--- config.mk ---
export PLATFORM = sky130hd
export DESIGN_NAME = quoted_word_tokenizer
export DESIGN_NICKNAME = d
export VERILOG_FILES = /design/src/rtl/core/qwt_pkg.sv /design/src/rtl/core/qwt_front.sv /design/src/rtl/core/qwt_queue.sv /design/src/rtl/core/qwt_back.sv /design/src/rtl/core/quoted_word_tokenizer.sv
export SDC_FILE = /design/constraint.sdc
export NUM_CORES = 1
export LEC_CHECK = 0
export BUFFER_PORTS_ARGS = -buffer_cell sky130_fd_sc_hd__buf_2
export CAP_MARGIN = 10
export CORE_MARGIN = 1.5
export CORE_UTILIZATION = 60
export DETAILED_ROUTE_END_ITERATION = 12
export PLACE_DENSITY = 0.76
export SETUP_SLACK_MARGIN = 0.02
export SLEW_MARGIN = 40
export SYNTH_ARGS = -nofsm -noshare
export SYNTH_HDL_FRONTEND = slang
export SYNTH_HIERARCHICAL = 1
export SYNTH_SLANG_ARGS = --single-unit
--- constraint.sdc ---
create_clock -name i_clk -period 5.3 [get_ports i_clk]
set_input_delay 0.795 -clock i_clk [delete_from_list [all_inputs] [get_ports i_clk]]
set_output_delay 0.795 -clock i_clk [all_outputs]
set_load 0.02 [all_outputs]
--- src/rtl/core/qwt_pkg.sv ---
`timescale 1ns / 1ps

package qwt_pkg;

    // Largest word buffer the design supports, and the default size
    localparam int unsigned MAX_WORD_LIMIT = 64;
    localparam int unsigned MAX_WORD_DEF   = 64;
    localparam int unsigned POS_W          = $clog2(MAX_WORD_LIMIT);

    // Special bytes
    localparam logic [7:0] QUOTE_BYTE = 8'h22;
    localparam logic [7:0] COMMA_BYTE = 8'h2C;
    localparam logic [7:0] SPACE_BYTE = 8'h20;

    // Configuration register indexes and reset values
    localparam logic       CFG_SEPARATOR = 1'b0;
    localparam logic       CFG_KEEP_SEP  = 1'b1;
    localparam logic [7:0] SEP_RESET     = 8'h20;
    localparam logic       KEEP_RESET    = 1'b1;

    // One finished word waiting to be read out of its buffer bank
    typedef struct packed {
        logic             bank;
        logic             empty;
        logic             trunc;
        logic [POS_W-1:0] lo;
        logic [POS_W-1:0] last;
    } t_desc;

    // Write port of the word buffer
    typedef struct packed {
        logic             en;
        logic             bank;
        logic [POS_W-1:0] pos;
        logic [7:0]       data;
    } t_wr;

endpackage

--- src/rtl/core/qwt_front.sv ---
`timescale 1ns / 1ps

module qwt_front #(
    parameter int unsigned MAX_WORD = qwt_pkg::MAX_WORD_DEF
) (
    input  logic            i_clk,
    input  logic            i_rst_n,
    input  logic            i_in_valid,
    output logic            o_in_ready,
    input  logic [7:0]      i_in_byte,
    input  logic            i_text_last,
    input  logic [7:0]      i_sep,
    input  logic            i_keep,
    input  logic [1:0]      i_bank_busy,
    output qwt_pkg::t_wr    o_wr,
    output logic            o_push,
    output qwt_pkg::t_desc  o_desc
);
    import qwt_pkg::*;

    localparam int unsigned PW = (MAX_WORD > 1) ? $clog2(MAX_WORD) : 1;
    localparam int unsigned LW = $clog2(MAX_WORD + 1);

    logic [LW-1:0] r_len, n_len;
    logic          r_inq, n_inq;
    logic          r_ovf, n_ovf;
    logic          r_seen, n_seen;
    logic [PW-1:0] r_first, n_first;
    logic [PW-1:0] r_lastns, n_lastns;
    logic          r_bank, n_bank;

    logic          acc;
    logic          is_sep;
    logic          is_q;
    logic          do_app;
    logic          room;
    logic [PW-1:0] wr_pos;
    logic [LW-1:0] len_m1;
    logic          flush;

    // Take a byte only while the bank being filled is free
    assign o_in_ready = !i_bank_busy[r_bank];
    assign acc        = i_in_valid && o_in_ready;
    assign is_sep     = (i_in_byte == i_sep);
    assign is_q       = !is_sep && (i_in_byte == QUOTE_BYTE);
    assign do_app     = acc && ((is_sep && r_inq && i_keep) || (!is_sep && !is_q));
    assign room       = (r_len < LW'(MAX_WORD));
    assign wr_pos     = r_len[PW-1:0];

    // Store the byte into the bank being filled
    assign o_wr.en    = do_app && room;
    assign o_wr.bank  = r_bank;
    assign o_wr.pos   = POS_W'(wr_pos);
    assign o_wr.data  = i_in_byte;

    always_comb begin
        // Pending word after this byte is appended
        n_len    = r_len;
        n_ovf    = r_ovf;
        n_seen   = r_seen;
        n_first  = r_first;
        n_lastns = r_lastns;
        n_inq    = r_inq;
        n_bank   = r_bank;
        if (do_app) begin
            if (room) begin
                n_len = r_len + LW'(1);
                if (i_in_byte != SPACE_BYTE) begin
                    if (!r_seen) begin
                        n_first = wr_pos;
                    end
                    n_lastns = wr_pos;
                    n_seen   = 1'b1;
                end
            end else begin
                n_ovf = 1'b1;
            end
        end

        // Flush on an unquoted separator, on a quote, or at text end
        flush = acc && (((is_sep && !r_inq) || (is_q && r_inq) || is_q) && (r_len != '0)
                        || (is_q && r_inq)
                        || (i_text_last && (n_len != '0)));

        len_m1 = n_len - LW'(1);
        o_desc.bank  = r_bank;
        o_desc.trunc = n_ovf;
        if (i_sep == COMMA_BYTE) begin
            o_desc.empty = !n_seen;
            o_desc.lo    = POS_W'(n_first);
            o_desc.last  = POS_W'(n_lastns);
        end else begin
            o_desc.empty = (n_len == '0);
            o_desc.lo    = '0;
            o_desc.last  = POS_W'(len_m1[PW-1:0]);
        end
        o_push = flush;

        // Quote toggles quoting and starts a fresh word
        if (acc && is_q) begin
            n_inq = !r_inq;
        end
        if (flush || (acc && is_q)) begin
            n_len  = '0;
            n_ovf  = 1'b0;
            n_seen = 1'b0;
        end
        if (flush) begin
            n_bank = !r_bank;
        end
        if (acc && i_text_last) begin
            n_len  = '0;
            n_ovf  = 1'b0;
            n_seen = 1'b0;
            n_inq  = 1'b0;
        end
    end

    always_ff @(posedge i_clk) begin
        if (!i_rst_n) begin
            r_len  <= '0;
            r_inq  <= 1'b0;
            r_ovf  <= 1'b0;
            r_seen <= 1'b0;
            r_bank <= 1'b0;
        end else begin
            r_len  <= n_len;
            r_inq  <= n_inq;
            r_ovf  <= n_ovf;
            r_seen <= n_seen;
            r_bank <= n_bank;
        end
    end

    // Trim bounds are payload
    always_ff @(posedge i_clk) begin
        r_first  <= n_first;
        r_lastns <= n_lastns;
    end

endmodule

--- src/rtl/core/qwt_queue.sv ---
`timescale 1ns / 1ps

module qwt_queue (
    input  logic            i_clk,
    input  logic            i_rst_n,
    input  logic            i_push,
    input  qwt_pkg::t_desc  i_desc,
    output logic            o_valid,
    output qwt_pkg::t_desc  o_desc,
    input  logic            i_pop,
    output logic [1:0]      o_bank_busy
);
    import qwt_pkg::*;

    t_desc      r_q [2];
    logic [1:0] r_vld, n_vld;
    logic       r_wp;
    logic       r_rp;

    assign o_valid = r_vld[r_rp];
    assign o_desc  = r_q[r_rp];

    // A bank stays busy while a queued word still lives in it
    always_comb begin
        o_bank_busy = 2'b00;
        for (int k = 0; k < 2; k++) begin
            if (r_vld[k]) begin
                o_bank_busy[r_q[k].bank] = 1'b1;
            end
        end
    end

    // Clear the popped entry and mark the pushed one
    always_comb begin
        n_vld = r_vld;
        if (i_pop) begin
            n_vld[r_rp] = 1'b0;
        end
        if (i_push) begin
            n_vld[r_wp] = 1'b1;
        end
    end

    always_ff @(posedge i_clk) begin
        if (!i_rst_n) begin
            r_vld <= 2'b00;
            r_wp  <= 1'b0;
            r_rp  <= 1'b0;
        end else begin
            r_vld <= n_vld;
            if (i_pop) begin
                r_rp <= !r_rp;
            end
            if (i_push) begin
                r_wp <= !r_wp;
            end
        end
    end

    always_ff @(posedge i_clk) begin
        if (i_push) begin
            r_q[r_wp] <= i_desc;
        end
    end

endmodule

--- src/rtl/core/qwt_back.sv ---
`timescale 1ns / 1ps

module qwt_back #(
    parameter int unsigned MAX_WORD = qwt_pkg::MAX_WORD_DEF
) (
    input  logic            i_clk,
    input  logic            i_rst_n,
    input  qwt_pkg::t_wr    i_wr,
    input  logic            i_hvalid,
    input  qwt_pkg::t_desc  i_head,
    output logic            o_pop,
    output logic            o_out_valid,
    input  logic            i_out_ready,
    output logic [7:0]      o_out_byte,
    output logic            o_word_end,
    output logic            o_word_empty,
    output logic            o_word_truncated
);
    import qwt_pkg::*;

    localparam int unsigned PW = (MAX_WORD > 1) ? $clog2(MAX_WORD) : 1;

    // Two banks: one filling, one draining
    logic [7:0]    r_mem [2**(PW+1)];
    logic [7:0]    r_rdata;
    logic          r_ovalid;
    logic          r_end;
    logic          r_empty;
    logic          r_trunc;
    logic          r_started;
    logic [PW-1:0] r_rd;

    logic [PW-1:0] cur_pos;
    logic          is_last;
    logic          issue;

    assign cur_pos = r_started ? r_rd : i_head.lo[PW-1:0];
    assign is_last = i_head.empty || (cur_pos == i_head.last[PW-1:0]);
    assign issue   = i_hvalid && (!r_ovalid || i_out_ready);
    assign o_pop   = issue && is_last;

    assign o_out_valid      = r_ovalid;
    assign o_out_byte       = r_empty ? 8'h00 : r_rdata;
    assign o_word_end       = r_end;
    assign o_word_empty     = r_empty;
    assign o_word_truncated = r_trunc;

    // Fill the word buffer
    always_ff @(posedge i_clk) begin
        if (i_wr.en) begin
            r_mem[{i_wr.bank, i_wr.pos[PW-1:0]}] <= i_wr.data;
        end
    end

    // Read one byte per cycle into the output register while the receiver is not stalling
    always_ff @(posedge i_clk) begin
        if (issue) begin
            r_rdata <= r_mem[{i_head.bank, cur_pos}];
            r_end   <= is_last;
            r_empty <= i_head.empty;
            r_trunc <= i_head.trunc;
            r_rd    <= cur_pos + PW'(1);
        end
    end

    always_ff @(posedge i_clk) begin
        if (!i_rst_n) begin
            r_ovalid  <= 1'b0;
            r_started <= 1'b0;
        end else begin
            r_ovalid <= issue || (r_ovalid && !i_out_ready);
            if (issue) begin
                r_started <= !is_last;
            end
        end
    end

endmodule

--- src/rtl/core/quoted_word_tokenizer.sv ---
`timescale 1ns / 1ps

// Quoted word tokenizer.
// Input channel (i_in_valid / o_in_ready) takes one text byte per word with
// i_text_last on the final byte. Output channel (o_out_valid / i_out_ready)
// gives one word per byte of each token, o_word_end on its last byte; an empty
// token is a single word with o_word_empty set and a zero byte.
// Configuration: write i_cfg_data to register i_cfg_idx while i_cfg_we is high,
// only while the block is idle.
// Throughput: the front end takes one byte per cycle while the bank it fills
// is free. Tokens are built in a two-bank buffer; the back end reads one byte
// per cycle from the buffer port while the receiver is not stalling. The front
// end stalls only when both banks hold tokens not yet read out.
// Order: the byte closing a token registers its descriptor in the queue; its
// first byte is then read into the output register, which raises o_out_valid.
// Reset (synchronous, active low) empties the queue, drops any pending token
// and restores the separator to space with quoted separators kept.
// A stalled receiver holds the output word; the front end goes on filling
// the free bank until it too is needed.
module quoted_word_tokenizer #(
    parameter int unsigned MAX_WORD = qwt_pkg::MAX_WORD_DEF
) (
    input  logic       i_clk,
    input  logic       i_rst_n,
    input  logic       i_cfg_we,
    input  logic       i_cfg_idx,
    input  logic [7:0] i_cfg_data,
    input  logic       i_in_valid,
    output logic       o_in_ready,
    input  logic [7:0] i_in_byte,
    input  logic       i_text_last,
    output logic       o_out_valid,
    input  logic       i_out_ready,
    output logic [7:0] o_out_byte,
    output logic       o_word_end,
    output logic       o_word_empty,
    output logic       o_word_truncated
);
    import qwt_pkg::*;

    logic [7:0] r_sep;
    logic       r_keep;
    t_wr        wr;
    logic       push;
    t_desc      desc;
    logic       hvalid;
    t_desc      head;
    logic       pop;
    logic [1:0] bank_busy;

    // Configuration registers
    always_ff @(posedge i_clk) begin
        if (!i_rst_n) begin
            r_sep  <= SEP_RESET;
            r_keep <= KEEP_RESET;
        end else if (i_cfg_we) begin
            case (i_cfg_idx)
                CFG_SEPARATOR: r_sep  <= i_cfg_data;
                CFG_KEEP_SEP:  r_keep <= i_cfg_data[0];
                default: ;
            endcase
        end
    end

    qwt_front #(.MAX_WORD(MAX_WORD)) u_front (
        .i_clk       (i_clk),
        .i_rst_n     (i_rst_n),
        .i_in_valid  (i_in_valid),
        .o_in_ready  (o_in_ready),
        .i_in_byte   (i_in_byte),
        .i_text_last (i_text_last),
        .i_sep       (r_sep),
        .i_keep      (r_keep),
        .i_bank_busy (bank_busy),
        .o_wr        (wr),
        .o_push      (push),
        .o_desc      (desc)
    );

    qwt_queue u_queue (
        .i_clk       (i_clk),
        .i_rst_n     (i_rst_n),
        .i_push      (push),
        .i_desc      (desc),
        .o_valid     (hvalid),
        .o_desc      (head),
        .i_pop       (pop),
        .o_bank_busy (bank_busy)
    );

    qwt_back #(.MAX_WORD(MAX_WORD)) u_back (
        .i_clk            (i_clk),
        .i_rst_n          (i_rst_n),
        .i_wr             (wr),
        .i_hvalid         (hvalid),
        .i_head           (head),
        .o_pop            (pop),
        .o_out_valid      (o_out_valid),
        .i_out_ready      (i_out_ready),
        .o_out_byte       (o_out_byte),
        .o_word_end       (o_word_end),
        .o_word_empty     (o_word_empty),
        .o_word_truncated (o_word_truncated)
    );

endmodule

==> impl_results.md <==
- Unique masters post-synth: 80
- Min Tclk post-route: around 4.2 ns
- DRC: 0
- TritonCTS buffer count: 105
- DPL Wire Length: 68200 um
- Critical path capture point type: flop
- Vias in the first global route: 27000
- Peak supply drop: 0.000352 V
- Clock Sinks: approximately 1100
- Hold Crit Class: input port to flop
- Async set-reset flop share out of synthesis: 0%
- Final worst-path cycle share: 80.0%
- Worst Skew: 0.0296 ns
- Most frequent cell on the critical path: inv_2
- Final worst slack: ~1.1 ns
- Fmax: 0.236 GHz
- Setup WS pre-CTS: 0.786 ns
- Max Root-Sink Buffers: 3
- Tot Pwr: 19.4 mW
- All-Layer GR Usage: 29.4%
- Total Wirelength: 113000 um
- Worst Setup SP: u_front/r_bank
- WL/cell: 26.6 um
- Worst Hold Launch: i_cfg_data[1]
- Io pins: 36
- CTS tree: built
- R2r endpoint: u_back/r_mem[8][4]
- Top-count cell post-synth: edfxtp_1
- Status: finished clean
- Fraction of layout cells with a size suffix above 1: 12.4%
- Int Power: 14.7 mW
- Slowest stage cell on the critical path: dfxtp_1
- I/O Buffers: 35
- Multi-input gate area: 0.0109 sq mm
- Peak per-stage delay on the critical path: 0.65 ns
- # H-tree levels: 3
- CP required: 5.60 ns
- Placed instance count: 4046
- Global-route wire length before repair: 168000 um
- Top-area cell type share of the netlist area: a little under three quarters
- DIE AREA: approximately 0.076 sq mm
- DR vias: 27900
- Antenna-violating nets left: 0
- Worst skew pair latency: between 0.6 and 0.7 ns
- Final Non-Filler Cells: between 4000 and 5000
- CP Class: flop to flop
- Mapped Nets: 3183
- DRT iter0 DRCs: 3792
- Largest cells by area after synthesis: edfxtp_1 (72%), nand2_1 (6.1%), nand3_1 (3.4%)
- Worst Setup Start Kind: flop
- R2r startpoint: u_front/r_bank
- LEAKAGE: 16.6 nW
- Max Slew Vio Count: 0
- Syn-to-layout area delta: 10.8%
- Cells after synthesis: 3155
- Max-slew headroom: 38.4%
- Logic pwr share: 10.8%
- Vias per cell: 6.58
- PD cells: 392 mW/mm^2
- CTS root buf: clkbuf_16
- Clock slew at reported path FFs: 0.06 ns
- Ant diodes: 0
- Initial antenna violation count: 2
- R2R Setup Slk: 1.06 ns
- Clock power share: 38.9%
- Pre-antenna DRT Iters: 6
- Max FO, Critical Path: 13
- Sequential area share after synthesis: 73.7%
- Fill cells: 4891
- Worst Max-Slew Pin Slew: 0.923 ns
- Number of synthesized register bits: 1110
- Vert. Die Dim: ~280 um
- Ys flop type: edfxtp_1
- Post-synthesis cell area: 0.0447 sq mm
- Setup TNS: 0 ns
- WP data arrival: ~4.5 ns
- Pin count of the biggest net entering global routing: 171
- Layout net count: 3224
- Hold-fix buffers, CTS: 0
- Grt ovf: 0
- CP cell instances: mux2_2, inv_2, o211ai_4, a211oi_2, nor2_4, inv_2, nor2b_1, nand2_1, buf_4, nor2_1
- Syn. warnings: 6
- CORE AREA: roughly 0.073 sq mm
- Number of core rows: about 100
- Critical Path Sink: u_back/r_mem[8][4]
- Post_cts resized: 0
- Switch Pwr: about 4.7 mW
- R2R cell count: 10
- Starting density of the core: approximately three fifths
- Post-CTS Setup Inserts: 0
- Mean Syn Cell Area: 14.2 sq um
- Register area: around 0.033 sq mm
- Max cap viols: 0
- Die Wd: 276 um
- Sequential share of power: about half
- Global placer's final weighted congestion: between 0.9 and 1
- Switching fraction of total power: about a quarter
- Hold violation total from the final report: 0
- EDFF count, synth: 1071
- Endpoints failing setup: 0
- Top post-synthesis cells by count: edfxtp_1 (1071), nand2_1 (732), nand3_1 (306)
- Min-Delay Path Depth: 3
- Yosys top cell by area: edfxtp_1
- RSZ-0062 raised after global routing: false
cells by family (layout without fill, tap and decap cells):
| family | after synthesis | count (layout) | synth area share, % |
|---|---|---|---|
| muxes | 178 | 178 | 5.59 |
| adders and majority gates | 5 | 5 | 0.140 |
| and+or+nand+nor | 1401 | 1401 | 14.0 |
| buffers and inverters | 203 | 332 | 2.26 |
| xor gates and xnor gates | 22 | 22 | 0.431 |
| AOI/OAI and AO/OA | 236 | 236 | 3.95 |
| DFF | 1110 | 1110 | 73.7 |
worst min-delay path by stage:
stage	endpoint	slack, ns
after floorplan	u_front/r_lastns[2]	0.42
after global placement	u_front/r_lastns[4]	0.43
after detailed placement	u_front/r_lastns[4]	0.44
after CTS	r_sep[1]	0.36
after global routing	r_sep[1]	0.38
final	r_sep[1]	0.38
sequential cells by signal, indices dropped and copies added, names as in the netlist, 2 cells and up, named ones only:
name              cells
r_sep                 8
u_back/r_mem       1024
u_back/r_rd           6
u_back/r_rdata        8
u_front/r_first       6
u_front/r_lastns      6
u_front/r_len         7
u_queue/r_q          30
u_queue/r_vld         2
layer usage:
layer	up-vias	part of all wire (%)	global-route usage, %
met5	-	0.028	0
met4	4	4.4	12.3
met3	318	12	6.48
met2	1937	47	46.2
met1	13700	37	40.2
li1	11900	-	-
final cells by class:
cell class,instances,share of cell area (%)
Tap cell,959,2.42
Clock inverter,67,1.45
Clock buffer,128,5.50
Sequential cell,1110,66.5
Multi-Input combinational cell,1842,22.0
Timing Repair Buffer,119,1.95
Inverter,18,0.167
critical path: cells and delay by family (launching register included):
kind | cells | cell delay (ns)
AOI/OAI and AO/OA | 2 | 0.52
buffers and inverters | 3 | 0.68
muxes | 1 | 0.47
and+or+nand+nor | 4 | 1.51
DFF | 1 | 0.65
through the flow:
step | area, sq um | utilization (%) | hold slack [ns]
2_1_floorplan | 44700 | - | 0.418
3_3_place_gp | 45900 | 62.6 | 0.432
6_report | 49600 | 67.6 | 0.380
4_1_cts | 49500 | 67.5 | 0.358
3_5_place_dp | 46000 | 62.8 | 0.444
5_1_grt | 49600 | 67.6 | 0.383
power by group through the flow:
stage	Combinational, mW	Sequential (mW)	Clock (mW)
CTS	2.04	9.75	7.60
detailed placement	2.03	9.94	0
global route	2.22	9.75	7.96
floorplan	1.37	9.90	0
global placement	1.96	9.93	0
finish	2.10	9.75	7.56
cell usage in the layout, fill, tap and decap left out, types with 15 or more instances in the layout:
cell,synthesis,routed
a21oi_1,36,36
o21ai_0,17,16
buf_4,32,75
clkinv_1,0,18
clkbuf_1,64,22
bufinv_16,0,15
clkbuf_16,0,105
a22oi_1,15,15
nor2_2,0,19
a32oi_1,57,57
nor3_1,30,27
a31oi_1,29,29
dfxtp_1,39,37
nor2b_1,25,25
mux2i_1,97,95
mux2_4,17,18
nand4_1,68,68
a311oi_1,21,21
edfxtp_1,1071,1071
nand2_1,732,732
and3_1,30,30
clkinv_2,0,23
mux4_2,49,49
nor2_1,152,132
nand3_1,306,306
buf_2,72,27
Note: power is estimated with default switching activity, not from simulation.
